### src/rtl/core/u2u8_pkg.sv
// ============================================================================
// u2u8_pkg: shared types and helpers for the code unit to UTF-8 transcoder
// Holds the beat structs, the queue entry layout and the UTF-8 encoder.
// ============================================================================
package u2u8_pkg;

    // Configuration register indexes
    localparam int unsigned CFG_IDX_W = 1;
    localparam logic [CFG_IDX_W-1:0] CFG_UNIT_MODE  = 1'b0;
    localparam logic [CFG_IDX_W-1:0] CFG_SWAP_BYTES = 1'b1;

    // Unit mode codes
    localparam logic MODE_UTF16 = 1'b0;
    localparam logic MODE_UTF32 = 1'b1;

    localparam logic [15:0] SURR_HI_FIRST = 16'hD800;
    localparam logic [15:0] SURR_HI_LAST  = 16'hDBFF;
    localparam logic [15:0] SURR_LO_FIRST = 16'hDC00;
    localparam logic [15:0] SURR_LO_LAST  = 16'hDFFF;
    localparam logic [20:0] SUPP_BASE     = 21'h10000;
    localparam logic [31:0] MAX_CODEPOINT = 32'h0010FFFF;

    localparam logic [7:0] FFFD_B0   = 8'hEF;
    localparam logic [7:0] FFFD_B1   = 8'hBF;
    localparam logic [7:0] FFFD_B2   = 8'hBD;
    localparam logic [7:0] LEAD2     = 8'hC0;
    localparam logic [7:0] LEAD3     = 8'hE0;
    localparam logic [7:0] LEAD4     = 8'hF0;
    localparam logic [7:0] CONT_MARK = 8'h80;

    // Queue between the front and back parts
    localparam int unsigned QDEPTH = 2;
    localparam int unsigned QPTR_W = $clog2(QDEPTH);
    localparam int unsigned QCNT_W = $clog2(QDEPTH + 1);

    localparam int unsigned MAX_BYTES = 6;
    localparam int unsigned BIDX_W    = $clog2(MAX_BYTES);

    typedef struct packed {
        logic [31:0] code_unit;
        logic        last_unit;
    } in_beat_t;

    typedef struct packed {
        logic [7:0] out_byte;
        logic       run_last;
    } out_beat_t;

    // Encoding of one code point: up to four bytes
    typedef struct packed {
        logic [3:0][7:0]   bytes;
        logic [2:0]        cnt;
    } seq_t;

    // Byte run for one accepted item
    typedef struct packed {
        logic [MAX_BYTES-1:0][7:0] bytes;
        logic [BIDX_W-1:0]         cnt;
    } entry_t;

    typedef struct packed {
        logic full;
        logic empty;
    } q_stat_t;

    function automatic seq_t encode_cp(logic [31:0] cp);
        seq_t s;
        s.bytes = '0;
        s.cnt   = 3'd0;
        if (cp <= 32'h7F) begin
            s.bytes[0] = cp[7:0];
            s.cnt      = 3'd1;
        end else if (cp <= 32'h7FF) begin
            s.bytes[0] = LEAD2 | {3'b000, cp[10:6]};
            s.bytes[1] = CONT_MARK | {2'b00, cp[5:0]};
            s.cnt      = 3'd2;
        end else if (cp <= 32'hFFFF) begin
            s.bytes[0] = LEAD3 | {4'b0000, cp[15:12]};
            s.bytes[1] = CONT_MARK | {2'b00, cp[11:6]};
            s.bytes[2] = CONT_MARK | {2'b00, cp[5:0]};
            s.cnt      = 3'd3;
        end else if (cp <= MAX_CODEPOINT) begin
            s.bytes[0] = LEAD4 | {5'b00000, cp[20:18]};
            s.bytes[1] = CONT_MARK | {2'b00, cp[17:12]};
            s.bytes[2] = CONT_MARK | {2'b00, cp[11:6]};
            s.bytes[3] = CONT_MARK | {2'b00, cp[5:0]};
            s.cnt      = 3'd4;
        end else begin
            s.bytes[0] = FFFD_B0;
            s.bytes[1] = FFFD_B1;
            s.bytes[2] = FFFD_B2;
            s.cnt      = 3'd3;
        end
        return s;
    endfunction

endpackage

### src/rtl/core/u2u8_front.sv
// ============================================================================
// u2u8_front: unit intake and classification
// Holds the mode registers and the pending high surrogate, and turns each
// accepted unit into a complete byte run for the queue; a unit that only
// holds a high surrogate produces no run.
module u2u8_front (
    input  logic                            clk,
    input  logic                            rst_n,
    input  logic                            in_valid,
    output logic                            in_ready,
    input  u2u8_pkg::in_beat_t              in_data,
    input  logic                            cfg_wr_en,
    input  logic [u2u8_pkg::CFG_IDX_W-1:0]  cfg_index,
    input  logic                            cfg_data,
    input  u2u8_pkg::q_stat_t               q_stat,
    output logic                            q_push,
    output u2u8_pkg::entry_t                q_wdata
);

    logic        mode_reg, mode_next;
    logic        swap_reg, swap_next;
    logic        pend_reg, pend_next;
    logic [9:0]  payload_reg, payload_next;

    logic              accept;
    logic [31:0]       u32;
    logic [15:0]       u16;
    logic              is_hi;
    logic              is_lo;
    logic              prefix;
    u2u8_pkg::seq_t    main_seq;

    assign in_ready = !q_stat.full;
    assign accept   = in_valid && in_ready;

    always_comb
    begin
        u32 = swap_reg ? {in_data.code_unit[7:0], in_data.code_unit[15:8],
                          in_data.code_unit[23:16], in_data.code_unit[31:24]}
                       : in_data.code_unit;
        u16 = swap_reg ? {in_data.code_unit[7:0], in_data.code_unit[15:8]}
                       : in_data.code_unit[15:0];
        is_hi = (u16 >= u2u8_pkg::SURR_HI_FIRST) && (u16 <= u2u8_pkg::SURR_HI_LAST);
        is_lo = (u16 >= u2u8_pkg::SURR_LO_FIRST) && (u16 <= u2u8_pkg::SURR_LO_LAST);

        prefix       = 1'b0;
        pend_next    = pend_reg;
        payload_next = payload_reg;
        main_seq     = '0;

        if (mode_reg == u2u8_pkg::MODE_UTF32) begin
            // A surrogate held across a mode change is dropped silently.
            main_seq  = u2u8_pkg::encode_cp(u32);
            pend_next = 1'b0;
        end else if (pend_reg && is_lo) begin
            main_seq  = u2u8_pkg::encode_cp({11'd0,
                            u2u8_pkg::SUPP_BASE + {1'b0, payload_reg, u16[9:0]}});
            pend_next = 1'b0;
        end else begin
            prefix    = pend_reg;
            pend_next = 1'b0;
            if (is_hi) begin
                if (in_data.last_unit) begin
                    main_seq = u2u8_pkg::encode_cp(32'h0000FFFD);
                end else begin
                    pend_next    = 1'b1;
                    payload_next = u16[9:0];
                end
            end else if (is_lo) begin
                main_seq = u2u8_pkg::encode_cp(32'h0000FFFD);
            end else begin
                main_seq = u2u8_pkg::encode_cp({16'd0, u16});
            end
        end

        q_wdata = '0;
        if (prefix) begin
            q_wdata.bytes[0] = u2u8_pkg::FFFD_B0;
            q_wdata.bytes[1] = u2u8_pkg::FFFD_B1;
            q_wdata.bytes[2] = u2u8_pkg::FFFD_B2;
            q_wdata.bytes[3] = main_seq.bytes[0];
            q_wdata.bytes[4] = main_seq.bytes[1];
            q_wdata.bytes[5] = main_seq.bytes[2];
            q_wdata.cnt      = 3'd3 + main_seq.cnt;
        end else begin
            q_wdata.bytes[0] = main_seq.bytes[0];
            q_wdata.bytes[1] = main_seq.bytes[1];
            q_wdata.bytes[2] = main_seq.bytes[2];
            q_wdata.bytes[3] = main_seq.bytes[3];
            q_wdata.cnt      = main_seq.cnt;
        end
    end

    // Items that only hold a pending high surrogate produce no run and skip the queue.
    assign q_push = accept && (q_wdata.cnt != 3'd0);

    always_comb
    begin
        mode_next = mode_reg;
        swap_next = swap_reg;
        if (cfg_wr_en)
        begin
            unique case (cfg_index)
                u2u8_pkg::CFG_UNIT_MODE:  mode_next = cfg_data;
                u2u8_pkg::CFG_SWAP_BYTES: swap_next = cfg_data;
                default:                  ;
            endcase
        end
    end

    always_ff @(posedge clk or negedge rst_n)
    begin
        if (!rst_n)
        begin
            mode_reg    <= u2u8_pkg::MODE_UTF16;
            swap_reg    <= 1'b0;
            pend_reg    <= 1'b0;
            payload_reg <= '0;
        end
        else
        begin
            mode_reg <= mode_next;
            swap_reg <= swap_next;
            if (accept)
            begin
                pend_reg    <= pend_next;
                payload_reg <= payload_next;
            end
        end
    end

endmodule

### src/rtl/core/u2u8_queue.sv
// ============================================================================
// u2u8_queue: short run queue
// Two-entry FIFO of byte runs between the front and the back part.
// ============================================================================
module u2u8_queue (
    input  logic               clk,
    input  logic               rst_n,
    input  logic               push,
    input  u2u8_pkg::entry_t   wdata,
    input  logic               pop,
    output u2u8_pkg::entry_t   rdata,
    output u2u8_pkg::q_stat_t  stat
);

    u2u8_pkg::entry_t                  slot_reg [u2u8_pkg::QDEPTH];
    logic [u2u8_pkg::QPTR_W-1:0]       wptr_reg, wptr_next;
    logic [u2u8_pkg::QPTR_W-1:0]       rptr_reg, rptr_next;
    logic [u2u8_pkg::QCNT_W-1:0]       cnt_reg, cnt_next;

    assign stat.full  = (cnt_reg == u2u8_pkg::QCNT_W'(u2u8_pkg::QDEPTH));
    assign stat.empty = (cnt_reg == '0);
    assign rdata      = slot_reg[rptr_reg];

    always_comb
    begin
        wptr_next = push ? wptr_reg + 1'b1 : wptr_reg;
        rptr_next = pop  ? rptr_reg + 1'b1 : rptr_reg;
        cnt_next  = cnt_reg;
        if (push && !pop)
        begin
            cnt_next = cnt_reg + 1'b1;
        end
        else if (pop && !push)
        begin
            cnt_next = cnt_reg - 1'b1;
        end
    end

    always_ff @(posedge clk)
    begin
        if (push)
        begin
            slot_reg[wptr_reg] <= wdata;
        end
    end

    always_ff @(posedge clk or negedge rst_n)
    begin
        if (!rst_n)
        begin
            wptr_reg <= '0;
            rptr_reg <= '0;
            cnt_reg  <= '0;
        end
        else
        begin
            wptr_reg <= wptr_next;
            rptr_reg <= rptr_next;
            cnt_reg  <= cnt_next;
        end
    end

endmodule

### src/rtl/core/u2u8_back.sv
// ============================================================================
// u2u8_back: byte serializer
// Takes byte runs from the queue and sends them one byte per beat through a
// registered output, marking the final byte of each run.
// ============================================================================
module u2u8_back (
    input  logic                  clk,
    input  logic                  rst_n,
    input  u2u8_pkg::q_stat_t     q_stat,
    input  u2u8_pkg::entry_t      q_rdata,
    output logic                  q_pop,
    output logic                  out_valid,
    input  logic                  out_ready,
    output u2u8_pkg::out_beat_t   out_data
);

    u2u8_pkg::entry_t               cur_reg, cur_next;
    logic [u2u8_pkg::BIDX_W-1:0]    idx_reg, idx_next;
    logic                           busy_reg, busy_next;
    logic                           ov_reg, ov_next;
    u2u8_pkg::out_beat_t            od_reg, od_next;

    logic emit;
    logic at_last;
    logic need;

    always_comb
    begin
        emit    = busy_reg && (!ov_reg || out_ready);
        at_last = (idx_reg == cur_reg.cnt - 1'b1);
        // The next run is fetched as the last byte of this one goes out.
        need    = !busy_reg || (emit && at_last);
        q_pop   = need && !q_stat.empty;

        cur_next  = q_pop ? q_rdata : cur_reg;
        busy_next = q_pop ? 1'b1 : ((emit && at_last) ? 1'b0 : busy_reg);
        idx_next  = q_pop ? '0 : (emit ? idx_reg + 1'b1 : idx_reg);

        ov_next = emit ? 1'b1 : (out_ready ? 1'b0 : ov_reg);
        od_next = od_reg;
        if (emit)
        begin
            od_next.out_byte = cur_reg.bytes[idx_reg];
            od_next.run_last = at_last;
        end
    end

    always_ff @(posedge clk)
    begin
        cur_reg <= cur_next;
        od_reg  <= od_next;
    end

    always_ff @(posedge clk or negedge rst_n)
    begin
        if (!rst_n)
        begin
            idx_reg  <= '0;
            busy_reg <= 1'b0;
            ov_reg   <= 1'b0;
        end
        else
        begin
            idx_reg  <= idx_next;
            busy_reg <= busy_next;
            ov_reg   <= ov_next;
        end
    end

    assign out_valid = ov_reg;
    assign out_data  = od_reg;

endmodule

### src/rtl/core/unicode_to_utf8_transcoder.sv
// ============================================================================
// unicode_to_utf8_transcoder: UTF-16 / UTF-32 code units to UTF-8 bytes
// The first byte of an accepted unit passes through the run queue, the back
// part's current-run register and its output register before it is valid.
// The output sends one byte per cycle while out_ready is high, and a unit
// expands to between zero and six bytes; input beats are taken every cycle
// while the two-entry run queue has room.
// Reset clears the queue, the output stage, any held surrogate and both mode
// registers (UTF-16 units, no byte swap).
// ============================================================================
module unicode_to_utf8_transcoder (
    input  logic                            clk,
    input  logic                            rst_n,
    input  logic                            in_valid,
    output logic                            in_ready,
    input  u2u8_pkg::in_beat_t              in_data,
    output logic                            out_valid,
    input  logic                            out_ready,
    output u2u8_pkg::out_beat_t             out_data,
    input  logic                            cfg_wr_en,
    input  logic [u2u8_pkg::CFG_IDX_W-1:0]  cfg_index,
    input  logic                            cfg_data
);

    u2u8_pkg::q_stat_t  q_stat;
    u2u8_pkg::entry_t   q_wdata;
    u2u8_pkg::entry_t   q_rdata;
    logic               q_push;
    logic               q_pop;

    u2u8_front u_front (
        .clk       (clk),
        .rst_n     (rst_n),
        .in_valid  (in_valid),
        .in_ready  (in_ready),
        .in_data   (in_data),
        .cfg_wr_en (cfg_wr_en),
        .cfg_index (cfg_index),
        .cfg_data  (cfg_data),
        .q_stat    (q_stat),
        .q_push    (q_push),
        .q_wdata   (q_wdata)
    );

    u2u8_queue u_queue (
        .clk   (clk),
        .rst_n (rst_n),
        .push  (q_push),
        .wdata (q_wdata),
        .pop   (q_pop),
        .rdata (q_rdata),
        .stat  (q_stat)
    );

    u2u8_back u_back (
        .clk       (clk),
        .rst_n     (rst_n),
        .q_stat    (q_stat),
        .q_rdata   (q_rdata),
        .q_pop     (q_pop),
        .out_valid (out_valid),
        .out_ready (out_ready),
        .out_data  (out_data)
    );

endmodule

### config.mk
export PLATFORM = sky130hd
export DESIGN_NAME = unicode_to_utf8_transcoder
export DESIGN_NICKNAME = d
export VERILOG_FILES = /design/src/rtl/core/u2u8_pkg.sv /design/src/rtl/core/u2u8_front.sv /design/src/rtl/core/u2u8_queue.sv /design/src/rtl/core/u2u8_back.sv /design/src/rtl/core/unicode_to_utf8_transcoder.sv
export SDC_FILE = /design/constraint.sdc
export NUM_CORES = 1
export LEC_CHECK = 0
export ABC_AREA = 0
export BUFFER_PORTS_ARGS = -buffer_cell sky130_fd_sc_hd__buf_2
export CAP_MARGIN = 0
export CORE_ASPECT_RATIO = 1.1
export CORE_UTILIZATION = 50
export DETAILED_ROUTE_END_ITERATION = 8
export PLACE_DENSITY = 0.64
export SYNTH_ARGS = -nofsm -noshare
export SYNTH_HDL_FRONTEND = slang
export SYNTH_SLANG_ARGS = --single-unit
### constraint.sdc
create_clock -name clk -period 12.2 [get_ports clk]
set_input_delay 1.83 -clock clk [delete_from_list [all_inputs] [get_ports clk]]
set_output_delay 1.83 -clock clk [all_outputs]
set_load 0.02 [all_outputs]
==> run metrics <==
Setup WS pre-CTS 5.59 ns; crit-path cells buf_2, mux2i_1, a21o_1, a21oi_1, mux2i_1, nor2_1, a211oi_1, a21boi_0, ha_1, o21ai_0, a31oi_4, a41oi_4, and2_2; worst hold slack 0.495 ns; WL met1 10000 um; Slew Viols, Final 0; initial core utilization 51.5%; most frequent CP cell mux2i_1; WP data arrival 6.19 ns; Worst EP required 12.24 ns; post-cts resize count 0; #FFs+latches synth 172; final worst-path cycle share 50.4%; number of distinct library cells after synthesis 71; Post-Syn Instances 734; Avg Cell Area, Syn 12.1 um^2; Hold Path Class flip-flop to flip-flop; CP peak stage delay 0.96 ns; Clock Sinks 172; max reg flops 94; leakage 0.00354 uW; Synth Flop Type edfxtp_1; layout cells sized above 1 22.1%; Slew @ Worst Pin 1.18 ns; Root Driver clkbuf_16; drt wl/cell 23.1 um; setup ws final 6.05 ns; FMAX 163 MHz; Num CTS Buffers 17; nets@finish 824; Top Layer Used met4; DR WL met3 1090 um; GPL Wtd Cong 0.930; outcome finished clean; Remaining Overflow, GRT 0; Post-synth EDFFs 150; clock slew at reported path FFs 0.07 ns; syn_nets 780; hpwl dp 17200 um; antenna violations before repair 0; DR WL met2 11500 um; Max-Cap Viols 0; Worst VDD drop 0.128 mV; Seq/Total Area, Yosys 57.0%; core area 17200 um^2; Die Y 142 um; largest net degree at the start of global routing 67; most common cell after layout, fill and taps aside edfxtp_1; YS warnings 0; family with the most delay on the worst path simple AND/OR/NAND/NOR gates; die area 18300 um^2; final setup vio count 0; vias post-DR 6329; post-CTS setup buffers 0; critical setup path kind input pin to flip-flop; vias in the first global route 6209; CTS max path bufs 2; final hold violations 0; Hold-fix buffers, CTS 0; Iteration-0 DRC Markers 458; Critical Path Source Type input pin; Top-Level Pins 51; ANT cells 0; CP Max Fanout 47; CTS tree built; First-pass DRT Iterations 6; FFs w/ async S/R, synth 12.8%; # rows 50; RSZ-0062 raised after global routing false; Detail Route Antenna Nets 0; Power Total 1970 uW; CP Buf/Inv Count 1; PortBufs 50; CP max stage cell and2_2; worst-skew pair later-pin latency 0.43 ns; Overall Global Routing Usage 27.4%; crit end category flip-flop; post-layout minimum cycle time 6.15 ns; Chip Width 129 um; highest-count cells in the layout ignoring fill and taps edfxtp_1, nand2_1, mux2_2; Area Growth Syn to Fin 12.0%; WL final 23700 um; CTS H-tree depth 4; DRC violations left 0; Post-Route Setup TNS 0 ns; post-synthesis instance area 8870 um^2; Via density 6.17; Rel. slew slack 21.6%; pwr/cell area 198 nW/um^2; first-pass GRT wire length 36100 um; Max Clock Skew 0.00929 ns
## Yosys cell counts, drive strengths merged, types with 4 or more instances
| cell type | instances | area [um^2] |
|---|---|---|
| edfxtp | 150 | 4500 |
| nand2 | 71 | 272 |
| mux2 | 57 | 646 |
| a21oi | 48 | 240 |
| o21ai | 40 | 200 |
| nor2 | 37 | 139 |
| mux2i | 27 | 270 |
| clkbuf | 24 | 90.1 |
| dfrtp | 22 | 551 |
| inv | 21 | 78.8 |
| nand3 | 17 | 85.1 |
| o22ai | 16 | 100 |
| nor3 | 14 | 70.1 |
| buf | 13 | 72.6 |
| xor2 | 11 | 115 |
| a211oi | 9 | 67.6 |
| a21o | 9 | 67.6 |
| nand2b | 9 | 56.3 |
| nor2b | 9 | 58.8 |
| nor4 | 9 | 56.3 |
| o221ai | 9 | 78.8 |
| a22oi | 7 | 52.6 |
| and3 | 7 | 43.8 |
| mux4 | 7 | 158 |
| o211ai | 7 | 52.6 |
| ha | 6 | 75.1 |
| nand4 | 6 | 37.5 |
| or3 | 6 | 37.5 |
| xnor2 | 6 | 52.6 |
| a31oi | 5 | 46.3 |
| a221o | 4 | 40.0 |
| and2 | 4 | 25.0 |
## stage by stage
step / instance area (um^2) / util, % / instances
5_1_grt: 9930 / 57.7 / 1025
4_1_cts: 9930 / 57.7 / 1025
3_3_place_gp: 9360 / 54.4 / 993
2_1_floorplan: 8870 / - / 734
6_report: 9930 / 57.7 / 1025
3_5_place_dp: 9360 / 54.4 / 993
## worst reg2reg max path, delay by kind of cell (launching register included)
| kind | cells | cell delay [ns] |
|---|---|---|
| simple gates | 2 | 1.66 |
| mux | 2 | 0.91 |
| fa+ha+maj | 1 | 0.25 |
| buf+inv | 1 | 0.53 |
| compound gates | 7 | 1.49 |
| flops | 1 | 0.34 |
## power by group
part / internal [uW] / switching (uW) / total (uW)
sequential: 839 / 87.4 / 927
combinational: 224 / 305 / 529
clock: 271 / 241 / 512
## area by class of cell
class	instances	area, um^2
multi-input combinational	503	3580
inverter	22	82.6
timing repair buffer	62	340
sequential	172	5060
clock buffer	17	425
clock inverter	15	149
tap	234	293
fill	1462	7270
## routing by layer
metal  GRT usage (%)  vias to the layer above
met1            34.0                     3091
met5               0                        -
met4            14.7                        0
met2            45.7                      245
met3            4.60                       64
li1                -                     2929
## final timing paths
path	cells after the start	slack, ns	start	endpoint
worst max register to register	13	6.58	u_front.swap_reg	u_queue.slot_reg[1][21]
worst max-delay path	13	6.05	in_data[13]	u_queue.slot_reg[1][21]
max in group asynchronous	1	10.45	rst_n	u_front.swap_reg
worst min register to register	1	0.50	u_back.busy_reg	u_back.out_valid
worst min-delay path	1	0.50	u_back.busy_reg	u_back.out_valid
min in group asynchronous	1	1.37	rst_n	u_queue.rptr_reg
## kinds of logic (layout without fill, tap and decap cells)
kind of cell,after synthesis,after routing,synth area share (%)
and+or+nand+nor,200,200,11.0
AOI/OAI and AO/OA,189,189,14.4
DFF,172,172,57.0
muxes,91,91,12.1
buffers and inverters,59,116,2.77
xor gates and xnor gates,17,17,1.89
adders and majority gates,6,6,0.846
No activity file was read; power rests on OpenSTA's default activity.
